`src/rtl/bole_pkg.sv`:
```
// Package of the bounded ordered list engine: request and status codes, FSM states, defaults.
package bole_pkg;

	localparam int CAPACITY_DEF   = 64;
	localparam int DATA_WIDTH_DEF = 32;

	typedef enum logic [2:0] {
		REQ_INS_FRONT = 3'd0,
		REQ_INS_BACK  = 3'd1,
		REQ_REM_FRONT = 3'd2,
		REQ_REM_BACK  = 3'd3,
		REQ_REM_AT    = 3'd4,
		REQ_READ_AT   = 3'd5,
		REQ_FIND      = 3'd6
	} req_t;

	typedef enum logic [2:0] {
		STS_OK       = 3'd0,
		STS_FULL     = 3'd1,
		STS_EMPTY    = 3'd2,
		STS_BADPOS   = 3'd3,
		STS_NOTFOUND = 3'd4
	} status_t;

	typedef enum logic [1:0] {
		ST_IDLE = 2'b01,
		ST_WALK = 2'b10
	} state_t;

endpackage

```
`src/rtl/bounded_ordered_list_engine.sv`:
```
// Bounded ordered list engine: a ring of CAPACITY words in one RAM with head slot and count.
// Inserts and rejected requests give their result in the cycle after start; remove front/back
// and read at issue one RAM read, handle its registered read data, then register the result;
// find and remove at walk the RAM one read per cycle through the single RAM read port.
// Results are one-cycle done beats and cannot be stalled; arst_n empties the list at once.
module bounded_ordered_list_engine #(
	parameter int CAPACITY   = bole_pkg::CAPACITY_DEF,
	parameter int DATA_WIDTH = bole_pkg::DATA_WIDTH_DEF
) (
	input  logic        clk,
	input  logic        arst_n,
	input  logic        start,
	output logic        busy,
	input  logic [2:0]  req_type,
	input  logic [31:0] value,
	input  logic [6:0]  position,
	output logic        done,
	output logic [2:0]  status,
	output logic [31:0] data,
	output logic [5:0]  found_position,
	output logic [6:0]  count
);

	localparam int SW = $clog2(CAPACITY);
	localparam int CW = $clog2(CAPACITY + 1);
	localparam int PW = (CW > 7) ? CW : 7;
	localparam int DW = DATA_WIDTH;

	function automatic logic [SW-1:0] slot_of(input logic [SW-1:0] h, input logic [CW-1:0] i);
		logic [CW:0] s;
		s = {{(CW + 1 - SW){1'b0}}, h} + {1'b0, i};
		if (s >= (CW + 1)'(CAPACITY)) begin
			s = s - (CW + 1)'(CAPACITY);
		end
		return s[SW-1:0];
	endfunction

	function automatic logic [31:0] to_word(input logic [DW-1:0] d);
		logic [DW+31:0] x;
		x = {32'b0, d};
		return x[31:0];
	endfunction

	bole_pkg::state_t  state_q;
	bole_pkg::req_t    op_q;
	bole_pkg::status_t status_q;
	logic [SW-1:0]     head_q;
	logic [CW-1:0]     cnt_q;
	logic [CW-1:0]     rd_idx_q;
	logic [CW-1:0]     last_q;
	logic [CW-1:0]     pos_q;
	logic [DW-1:0]     key_q;
	logic [DW-1:0]     hold_q;
	logic [SW-1:0]     prev_slot_q;
	logic              done_q;
	logic [31:0]       data_q;
	logic [5:0]        found_q;
	logic              pend_s1;
	logic [CW-1:0]     idx_s1;
	logic [SW-1:0]     slot_s1;

	logic              accept;
	bole_pkg::req_t    req;
	logic [DW+31:0]    val_x;
	logic [DW-1:0]     val;
	logic [CW-1:0]     pos_c;
	logic [CW-1:0]     cnt_m1;
	logic              empty;
	logic              full;
	logic              pos_ok;
	logic [SW-1:0]     head_dec;
	logic [SW-1:0]     head_inc;
	logic              imm_done;
	bole_pkg::status_t imm_st;
	logic              walk_go;
	logic [CW-1:0]     start_idx;
	logic [CW-1:0]     last_idx;
	logic              ins_ok;
	logic              issue;
	logic [SW-1:0]     raddr;
	logic [DW-1:0]     rdata;
	logic              is_last;
	logic              hit;
	logic              finish;
	logic              shift_we;
	logic              we;
	logic [SW-1:0]     waddr;
	logic [DW-1:0]     wdata;
	logic [CW+5:0]     found_x;
	logic [CW+6:0]     count_x;

	assign accept   = start && (state_q == bole_pkg::ST_IDLE);
	assign busy     = (state_q != bole_pkg::ST_IDLE);
	assign req      = bole_pkg::req_t'(req_type);
	assign val_x    = {{DW{1'b0}}, value};
	assign val      = val_x[DW-1:0];
	assign pos_c    = CW'(position);
	assign cnt_m1   = cnt_q - 1'b1;
	assign empty    = (cnt_q == '0);
	assign full     = (cnt_q >= CW'(CAPACITY));
	assign pos_ok   = (PW'(position) < PW'(cnt_q));
	assign head_dec = (head_q == '0) ? SW'(CAPACITY - 1) : head_q - 1'b1;
	assign head_inc = (head_q == SW'(CAPACITY - 1)) ? '0 : head_q + 1'b1;

	// Decode of a new request: either answered at once or handed to the RAM walk.
	always_comb begin
		imm_done  = 1'b0;
		imm_st    = bole_pkg::STS_OK;
		walk_go   = 1'b0;
		start_idx = '0;
		last_idx  = '0;
		ins_ok    = 1'b0;
		case (req)
			bole_pkg::REQ_INS_FRONT, bole_pkg::REQ_INS_BACK: begin
				imm_done = 1'b1;
				if (full) begin
					imm_st = bole_pkg::STS_FULL;
				end else begin
					ins_ok = 1'b1;
				end
			end
			bole_pkg::REQ_REM_FRONT, bole_pkg::REQ_REM_BACK: begin
				if (empty) begin
					imm_done = 1'b1;
					imm_st   = bole_pkg::STS_EMPTY;
				end else begin
					walk_go   = 1'b1;
					start_idx = (req == bole_pkg::REQ_REM_BACK) ? cnt_m1 : '0;
					last_idx  = start_idx;
				end
			end
			bole_pkg::REQ_REM_AT, bole_pkg::REQ_READ_AT: begin
				if (empty) begin
					imm_done = 1'b1;
					imm_st   = bole_pkg::STS_EMPTY;
				end else if (!pos_ok) begin
					imm_done = 1'b1;
					imm_st   = bole_pkg::STS_BADPOS;
				end else begin
					walk_go   = 1'b1;
					start_idx = pos_c;
					last_idx  = (req == bole_pkg::REQ_REM_AT) ? cnt_m1 : pos_c;
				end
			end
			bole_pkg::REQ_FIND: begin
				if (empty) begin
					imm_done = 1'b1;
					imm_st   = bole_pkg::STS_EMPTY;
				end else begin
					walk_go  = 1'b1;
					last_idx = cnt_m1;
				end
			end
			default: begin
				imm_done = 1'b1;
			end
		endcase
	end

	// Walk: one read issued per cycle, its data handled in the following cycle.
	assign issue    = (state_q == bole_pkg::ST_WALK) && (rd_idx_q <= last_q);
	assign raddr    = slot_of(head_q, rd_idx_q);
	assign is_last  = (idx_s1 == last_q);
	assign hit      = (rdata == key_q);
	assign finish   = pend_s1 && (is_last || ((op_q == bole_pkg::REQ_FIND) && hit));
	// Each word behind the removed one moves one slot toward the front.
	assign shift_we = pend_s1 && (op_q == bole_pkg::REQ_REM_AT) && (idx_s1 != pos_q);

	always_comb begin
		if (accept && ins_ok) begin
			we    = 1'b1;
			waddr = (req == bole_pkg::REQ_INS_FRONT) ? head_dec : slot_of(head_q, cnt_q);
			wdata = val;
		end else begin
			we    = shift_we;
			waddr = prev_slot_q;
			wdata = rdata;
		end
	end

	bole_ram #(
		.DEPTH(CAPACITY),
		.WIDTH(DW)
	) u_ram (
		.clk  (clk),
		.we   (we),
		.waddr(waddr),
		.wdata(wdata),
		.raddr(raddr),
		.rdata(rdata)
	);

	always_ff @(posedge clk or negedge arst_n) begin
		if (!arst_n) begin
			state_q  <= bole_pkg::ST_IDLE;
			head_q   <= '0;
			cnt_q    <= '0;
			rd_idx_q <= '0;
			pend_s1  <= 1'b0;
			done_q   <= 1'b0;
		end else begin
			done_q  <= 1'b0;
			pend_s1 <= issue && !finish;
			if (issue) begin
				rd_idx_q <= rd_idx_q + 1'b1;
			end
			if (accept) begin
				done_q <= imm_done;
				if (ins_ok) begin
					cnt_q <= cnt_q + 1'b1;
					if (req == bole_pkg::REQ_INS_FRONT) begin
						head_q <= head_dec;
					end
				end
				if (walk_go) begin
					state_q  <= bole_pkg::ST_WALK;
					rd_idx_q <= start_idx;
				end
			end
			if (finish) begin
				state_q <= bole_pkg::ST_IDLE;
				done_q  <= 1'b1;
				case (op_q)
					bole_pkg::REQ_REM_FRONT: begin
						head_q <= head_inc;
						cnt_q  <= cnt_m1;
					end
					bole_pkg::REQ_REM_BACK, bole_pkg::REQ_REM_AT: begin
						cnt_q <= cnt_m1;
					end
					default: begin
					end
				endcase
			end
		end
	end

	assign found_x = {6'b0, idx_s1};

	always_ff @(posedge clk) begin
		idx_s1  <= rd_idx_q;
		slot_s1 <= raddr;
		if (accept) begin
			op_q     <= req;
			key_q    <= val;
			pos_q    <= pos_c;
			last_q   <= last_idx;
			status_q <= imm_st;
			data_q   <= '0;
			found_q  <= '0;
		end
		if (pend_s1) begin
			prev_slot_q <= slot_s1;
			if (idx_s1 == pos_q) begin
				hold_q <= rdata;
			end
		end
		if (finish) begin
			if (op_q == bole_pkg::REQ_FIND) begin
				status_q <= hit ? bole_pkg::STS_OK : bole_pkg::STS_NOTFOUND;
				data_q   <= '0;
				found_q  <= hit ? found_x[5:0] : '0;
			end else begin
				status_q <= bole_pkg::STS_OK;
				found_q  <= '0;
				if ((op_q == bole_pkg::REQ_REM_AT) && (idx_s1 != pos_q)) begin
					data_q <= to_word(hold_q);
				end else begin
					data_q <= to_word(rdata);
				end
			end
		end
	end

	assign count_x        = {7'b0, cnt_q};
	assign done           = done_q;
	assign status         = status_q;
	assign data           = data_q;
	assign found_position = found_q;
	assign count          = count_x[6:0];

	a_done_idle: assert property (@(posedge clk) disable iff (!arst_n)
		done |-> !busy)
		else $error("result beat while the walk is still running");

	a_cnt_bound: assert property (@(posedge clk) disable iff (!arst_n)
		cnt_q <= CW'(CAPACITY))
		else $error("entry count above capacity");

	a_pend_walk: assert property (@(posedge clk) disable iff (!arst_n)
		pend_s1 |-> (state_q == bole_pkg::ST_WALK))
		else $error("read data pending outside the walk");

	a_accept_idle: assert property (@(posedge clk) disable iff (!arst_n)
		(start && !busy && !imm_done) |=> busy)
		else $error("walking request did not enter the walk");

endmodule

```
`src/rtl/bole_ram.sv`:
```
// Simple dual-port entry memory: one write port, one read port with registered read data.
module bole_ram #(
	parameter int DEPTH = bole_pkg::CAPACITY_DEF,
	parameter int WIDTH = bole_pkg::DATA_WIDTH_DEF
) (
	input  logic                     clk,
	input  logic                     we,
	input  logic [$clog2(DEPTH)-1:0] waddr,
	input  logic [WIDTH-1:0]         wdata,
	input  logic [$clog2(DEPTH)-1:0] raddr,
	output logic [WIDTH-1:0]         rdata
);

	logic [WIDTH-1:0] mem [DEPTH];

	always_ff @(posedge clk) begin
		if (we) begin
			mem[waddr] <= wdata;
		end
	end

	always_ff @(posedge clk) begin
		rdata <= mem[raddr];
	end

endmodule

```
`config.mk`:
```
export PLATFORM = sky130hd
export DESIGN_NAME = bounded_ordered_list_engine
export DESIGN_NICKNAME = d
export VERILOG_FILES = /design/src/rtl/bole_pkg.sv /design/src/rtl/bounded_ordered_list_engine.sv /design/src/rtl/bole_ram.sv
export SDC_FILE = /design/constraint.sdc
export NUM_CORES = 2
export LEC_CHECK = 0
export ABC_AREA = 0
export BUFFER_PORTS_ARGS = -buffer_cell sky130_fd_sc_hd__clkbuf_2
export CAP_MARGIN = 10
export CORE_MARGIN = 2
export CORE_UTILIZATION = 50
export CTS_BUF_LIST = sky130_fd_sc_hd__clkbuf_2
export DETAILED_ROUTE_END_ITERATION = 6
export MAX_ROUTING_LAYER = met4
export PLACE_DENSITY = 0.65
export SYNTH_ARGS = -nofsm -noshare
export SYNTH_HDL_FRONTEND = slang
export SYNTH_HIERARCHICAL = 1
export SYNTH_SLANG_ARGS = --single-unit
```
`constraint.sdc`:
```
create_clock -name clk -period 10.14 [get_ports clk]
set_input_delay 2.028 -clock clk [delete_from_list [all_inputs] [get_ports clk]]
set_output_delay 2.028 -clock clk [all_outputs]
set_load 0.01 [all_outputs]
```
* Yosys cells after proc, flatten, opt, wreduce, memory -nomap -nowiden *
Memories as Yosys holds them, arrays and structs flattened. A register that Yosys moved wholly into a read port is not among the register bits.
Index checks and enable logic that the tools add are counted.

word-level totals
  memories kept = 1
  bits in latches = 0
  flip-flop bits (word level) = 165
  bits in read-only memories = 0
  RAM bits = 2048

cells by class
  add/sub/neg operators = 9
  shifts and indexed selects = 0
  reduce and logical (&&, ||, !) cells = 23
  bitwise gates (word level) = 0
  multipliers = 0
  multiplexer cells = 64
  divide/modulo/power cells = 0
  order comparisons = 5
  equal/unequal tests = 18

memory list
  memory     depth  bits a word  rd ports  clocked after Yosys merged registers in  write ports  RTL line        source
  u_ram.mem  64     32           1         1                                        1            bole_ram.sv:14  logic [WIDTH-1:0] mem [DEPTH];

operators with widths
  cell                 count
  $mux 32              5
  $mux 7               15
  $mux 6               15
  $eq 32x32->1         1
  $pmux 7 s3           1
  $sub 6x1->6 const B  3
  $add 6x7->8          2
  $ge 8x7->1 const B   2
  $eq 3x3->1 const B   5
  $add 7x1->7 const B  2
  $eq 7x7->1           2
  $mux 1               14
  $pmux 7 s2           1
  $eq 3x2->1 const B   4
  $mux 2               6
  $mux 3               4
  $logic_and 1x1->1    9
  $ge 7x7->1 const B   1
  $le 7x7->1           1
  $logic_not 7->1      1
  $lt 7x7->1           1
  $ne 7x7->1           1
  $sub 7x1->7 const B  1
  $add 6x1->6 const B  1
  15 further kinds     21

* Longest topological paths before layout *
  word-level depth = 7
  gate-level depth with buffers = 13

* Modules after synthesis *
The synthesis kept the hierarchy.

by module, submodules not included
  module                       area an instance (um^2)  cells each  sequential area each (um^2)  instances
  bole_ram                     78515.3                  3324        62139.6                      1
  bounded_ordered_list_engine  8305.5                   735         4705.8                       1

* Least setup slack after synthesis *
Ideal clock, no wire load.

  path type = input port to flip-flop
  start point = input port start
  end point = memory u_ram/mem[49][0] in the netlist's numbering, enable pin
  path slack = 3727 ps
  library setup time = 461 ps
  buffers on the path = 3
  arrival = 5952 ps
  stages on the path = 10
  cells stage by stage = and3b_1 > buf_4 > nand3_1 > clkbuf_1 > nand2_1 > o21ai_0 > clkbuf_1 > nor2b_1 > nand4_1 > nor3_1

RTL lines
  item               RTL line                            source
  start, declared    bounded_ordered_list_engine.sv:12   input logic start,
  $logic_and 1x1->1  bounded_ordered_list_engine.sv:92   assign accept = start && (state_q == bole_pkg::ST_IDLE);
  net accept         bounded_ordered_list_engine.sv:62   logic accept;
  $logic_and 1x1->1  bounded_ordered_list_engine.sv:170  if (accept && ins_ok) begin
  $mux 6             bounded_ordered_list_engine.sv:170
  net waddr[3]       bounded_ordered_list_engine.sv:87   logic [SW-1:0] waddr;
  end, declared      bole_ram.sv:14

The timed path passes the listed nets, and every way through them passes these cells.

* Final worst setup path *
  start point = register head_q[1]
  end point = register u_ram.rdata[16], read port of u_ram.mem

between the ends
  cells in the longest elaborated chain, start to end = 3

RTL lines
  item                                       RTL line                                                              source
  start, declared                            bounded_ordered_list_engine.sv:47                                     logic [SW-1:0] head_q;
  start signal, assigned                     bounded_ordered_list_engine.sv:225                                    head_q <= head_inc;
  $add 6x7->8 *                              bounded_ordered_list_engine.sv:31                                     s = {{(CW + 1 - SW){1'b0}}, h} + {1'b0, i};
  $ge 8x7->1 or $sub 6x1->6 (tied branches)  bounded_ordered_list_engine.sv:32, bounded_ordered_list_engine.sv:33
  $mux 6 *                                   bounded_ordered_list_engine.sv:32                                     if (s >= (CW + 1)'(CAPACITY)) begin
  net raddr[3]                               bounded_ordered_list_engine.sv:80                                     logic [SW-1:0] raddr;
  end, declared                              bole_ram.sv:11                                                        output logic [WIDTH-1:0] rdata

The timed path passes the listed nets; every way through them passes the cells marked *.
A chain may end at the register's enable or synchronous reset.

==> impl_metrics.tcl <==
set metrics [dict create \
    cts.clk_slew.worst_paths_ns 0.10 \
    fill_cells 13100 \
    htree_num_levels 6 \
    synthAdderAreaFrac_pct 0.522 \
    cp_slowest_stage_delay_ns 0.78 \
    internal_power_mw 17.5 \
    nets 4701 \
    hp-class "in2async" \
    vias 43700 \
    drtAntennaViolNets 0 \
    min_period_ns 5.22 \
    cts-hold-fix-buffers 0 \
    clock-sinks 2245 \
    power_density_nw_per_um2 299 \
    synth-seq-cells 2245 \
    seq_area_frac_synth_pct 77.0 \
    tns_ns 0 \
    cts_made_buffers 569 \
    cp_slowest_cell "buf_4" \
    wire_per_inst_um 29.4 \
    cp.required_ns 11.74 \
    cts_tree "done" \
    grt-ovfl-total 0 \
    rsz0062_at_grt "no" \
    yosys_warnings 6 \
    finClkSkew_ns 0.106 \
    post-route-drc-count 0 \
    seq_area_um2 66800 \
    synth_compound_area_share_pct 2.21 \
    std_cell_rows 152 \
    vias_per_cell 5.99 \
    die_w_um 421 \
    root_buffer "clkbuf_2" \
    maxCapViolations 0 \
    drv_slew 0 \
    grt_pass1_vias 43500 \
    synth_cell_types 68 \
    syn_to_final_growth_pct 9.77 \
    synthMuxAreaShare_pct 15.6 \
    cp.buffers_inverters 4 \
    status "finished, final reports clean" \
    grt_pass1_wl_um 306000 \
    finalCritPeriodShare_pct 51.4 \
    path_max_fanout 63 \
    worst_setup_path_start_kind "flop" \
    synth_xor_area_share_pct 0.736 \
    first_iter_violations 5625 \
    crit_chain "ha_1 > a21o_1 > a21oi_1 > xnor2_2 > buf_4 > buf_4 > buf_4 > or2_1 > buf_4 > o22ai_1 > nor2_1 > a21oi_1 > nor2_1" \
    pin_count 95 \
    cts_setup_buffers 0 \
    arrival_ns 6.82 \
    end_kind "flop" \
    synth_area_um2 86800 \
    power_frac_seq_pct 42.2 \
    dp_hpwl_um 124000 \
    switching_share_pct 38.4 \
    setup_viol 0 \
    multiInputGateArea_um2 19500 \
    dr.pass1.iters 5 \
    port-buffer-count 94 \
    syn_avg_cell_area_um2 21.4 \
    p_sw_mw 10.9 \
    synth_edf_count 2176 \
    totalWireLength_um 215000 \
    start_util_pct 50.4 \
    synthesis.nets 4139 \
    synth_flop_cell "edfxtp_1" \
    max_slew_margin_pct 16.2 \
    pwr-share-comb_pct 38.1 \
    finalPower_mw 28.5 \
    worstSetupPathType "reg2reg" \
    post_cts_resized 0 \
    synth_simple_gate_area_share_pct 2.61 \
    p_leak_nw 31.1 \
    syn_inst 4059 \
    cts_buffer_depth 4 \
    worstMarginPinSlew_ns 1.25 \
    gp_congestion 0.884 \
    crit_path_frequent_cell "buf_4" \
    timing.final.hold_violations 0 \
    synth_top_family_by_area "multiplexers" \
    track_usage_pct 25.3 \
    core_area_um2 172000 \
    insertion_delay_ns 1.78 \
    die_y_um 421 \
    final_cell_mix "edfxtp_1, clkbuf_2, mux4_2" \
    ir_worst_vdd_v 0.000430 \
    antenna_found_initial 11 \
    cp_top_family "buffers and inverters" \
    fmax_mhz 192 \
    grt_max_degree 120 \
    p_clk_share_pct 19.7 \
    final_common_cell "edfxtp_1" \
    die_area_um2 177000 \
    drive_gt1_share_pct 34.3 \
    async_flop_share_pct 1.07 \
]
stage by stage:
stage,hold WS (ns),cell area (µm²),setup slack (ns),util [%],std cells
3_5_place_dp,0.389,90700,3.68,52.7,6360
5_1_grt,0.143,95300,4.79,55.4,7296
2_1_floorplan,0.382,86800,3.73,-,4059
3_3_place_gp,0.387,90700,3.73,52.7,6359
4_1_cts,0.127,95300,4.98,55.3,7282
6_report,0.309,95300,4.92,55.4,7300
power groups by stage:
stage | Sequential [mW] | Clock [mW] | Combinational [mW]
final | 12.0 | 5.62 | 10.8
after global routing | 12.0 | 6.24 | 11.3
after CTS | 12.0 | 5.78 | 10.8
after detailed placement | 12.2 | 0 | 10.8
after global placement | 12.2 | 0 | 10.7
after floorplan | 12.1 | 0 | 6.31
registers in the layout (all words and copies together) (netlist names):
signal,cells
pos_q,7
slot_s1,6
found_position,6
status,3
op_q,3
count,7
head_q,6
state_q,2
key_q,32
pend_s1,1
idx_s1,7
last_q,7
u_ram/rdata,32
u_ram/mem,2048
hold_q,32
data,32
prev_slot_q,6
done,1
rd_idx_q,7
cell type report:
class | count | share of cell area, %
multi-input combinational | 1577 | 20.5
clock inverter | 115 | 0.554
sequential | 2245 | 70.1
inverter | 28 | 0.118
tap | 2310 | 3.03
timing repair buffer | 200 | 1.41
antenna | 18 | 0.0473
clock buffer | 807 | 4.24
kinds of logic (layout without fill, tap and decap cells):
kind of cell / count (synthesis) / in the layout
flops: 2245 / 2245
mux: 674 / 674
simple gates: 499 / 499
compound gates: 296 / 296
buf+inv: 237 / 1150
xor+xnor: 73 / 73
fa+ha+maj: 35 / 35
other cells: 0 / 18
worst paths after layout:
path,startpoint,to,slack [ns],cells past startpoint
hold / removal,arst_n,pend_s1,0.31,1
max in group asynchronous,arst_n,head_q[0],9.36,1
hold reg to reg,slot_s1[2],prev_slot_q[2],0.41,0
min in group clk,slot_s1[2],prev_slot_q[2],0.41,0
setup reg to reg,head_q[1],u_ram/rdata[16],4.92,13
setup / recovery,head_q[1],u_ram/rdata[16],4.92,13
synth_stat cells (6+ instances only):
cell type | number | area share, %
dfxtp_1 | 45 | 1.0
mux4_2 | 544 | 14
buf_2 | 64 | 0.37
nand4_1 | 12 | 0.086
o221ai_1 | 27 | 0.27
a21oi_1 | 92 | 0.53
and2_1 | 7 | 0.050
clkbuf_1 | 85 | 0.37
o22ai_1 | 92 | 0.66
ha_1 | 33 | 0.48
a22oi_1 | 12 | 0.10
xnor2_1 | 30 | 0.30
nor2_1 | 197 | 0.85
and2_2 | 6 | 0.052
buf_6 | 8 | 0.10
dfrtp_1 | 23 | 0.66
nand3_1 | 28 | 0.16
xor2_1 | 43 | 0.43
mux2i_1 | 128 | 1.5
a21o_1 | 7 | 0.061
nor3_1 | 18 | 0.10
nor4_1 | 11 | 0.079
and3_1 | 9 | 0.065
buf_4 | 30 | 0.26
nor2b_1 | 18 | 0.13
nand2_1 | 149 | 0.64
nand2b_1 | 11 | 0.079
inv_1 | 27 | 0.12
edfxtp_1 | 2176 | 75
buf_1 | 22 | 0.095
o21ai_0 | 19 | 0.11
a311oi_1 | 8 | 0.081
nand3b_1 | 8 | 0.069
layer usage:
metal / vias to the layer above / track usage, % / wire (µm)
li1: 18300 / - / -
met1: 22900 / 35.9 / 88300
met4: 0 / 8.09 / 5220
met5: - / - / 0
met2: 2245 / 36.0 / 98400
met3: 310 / 6.67 / 23000
Note: power is estimated with default switching activity, not from simulation.
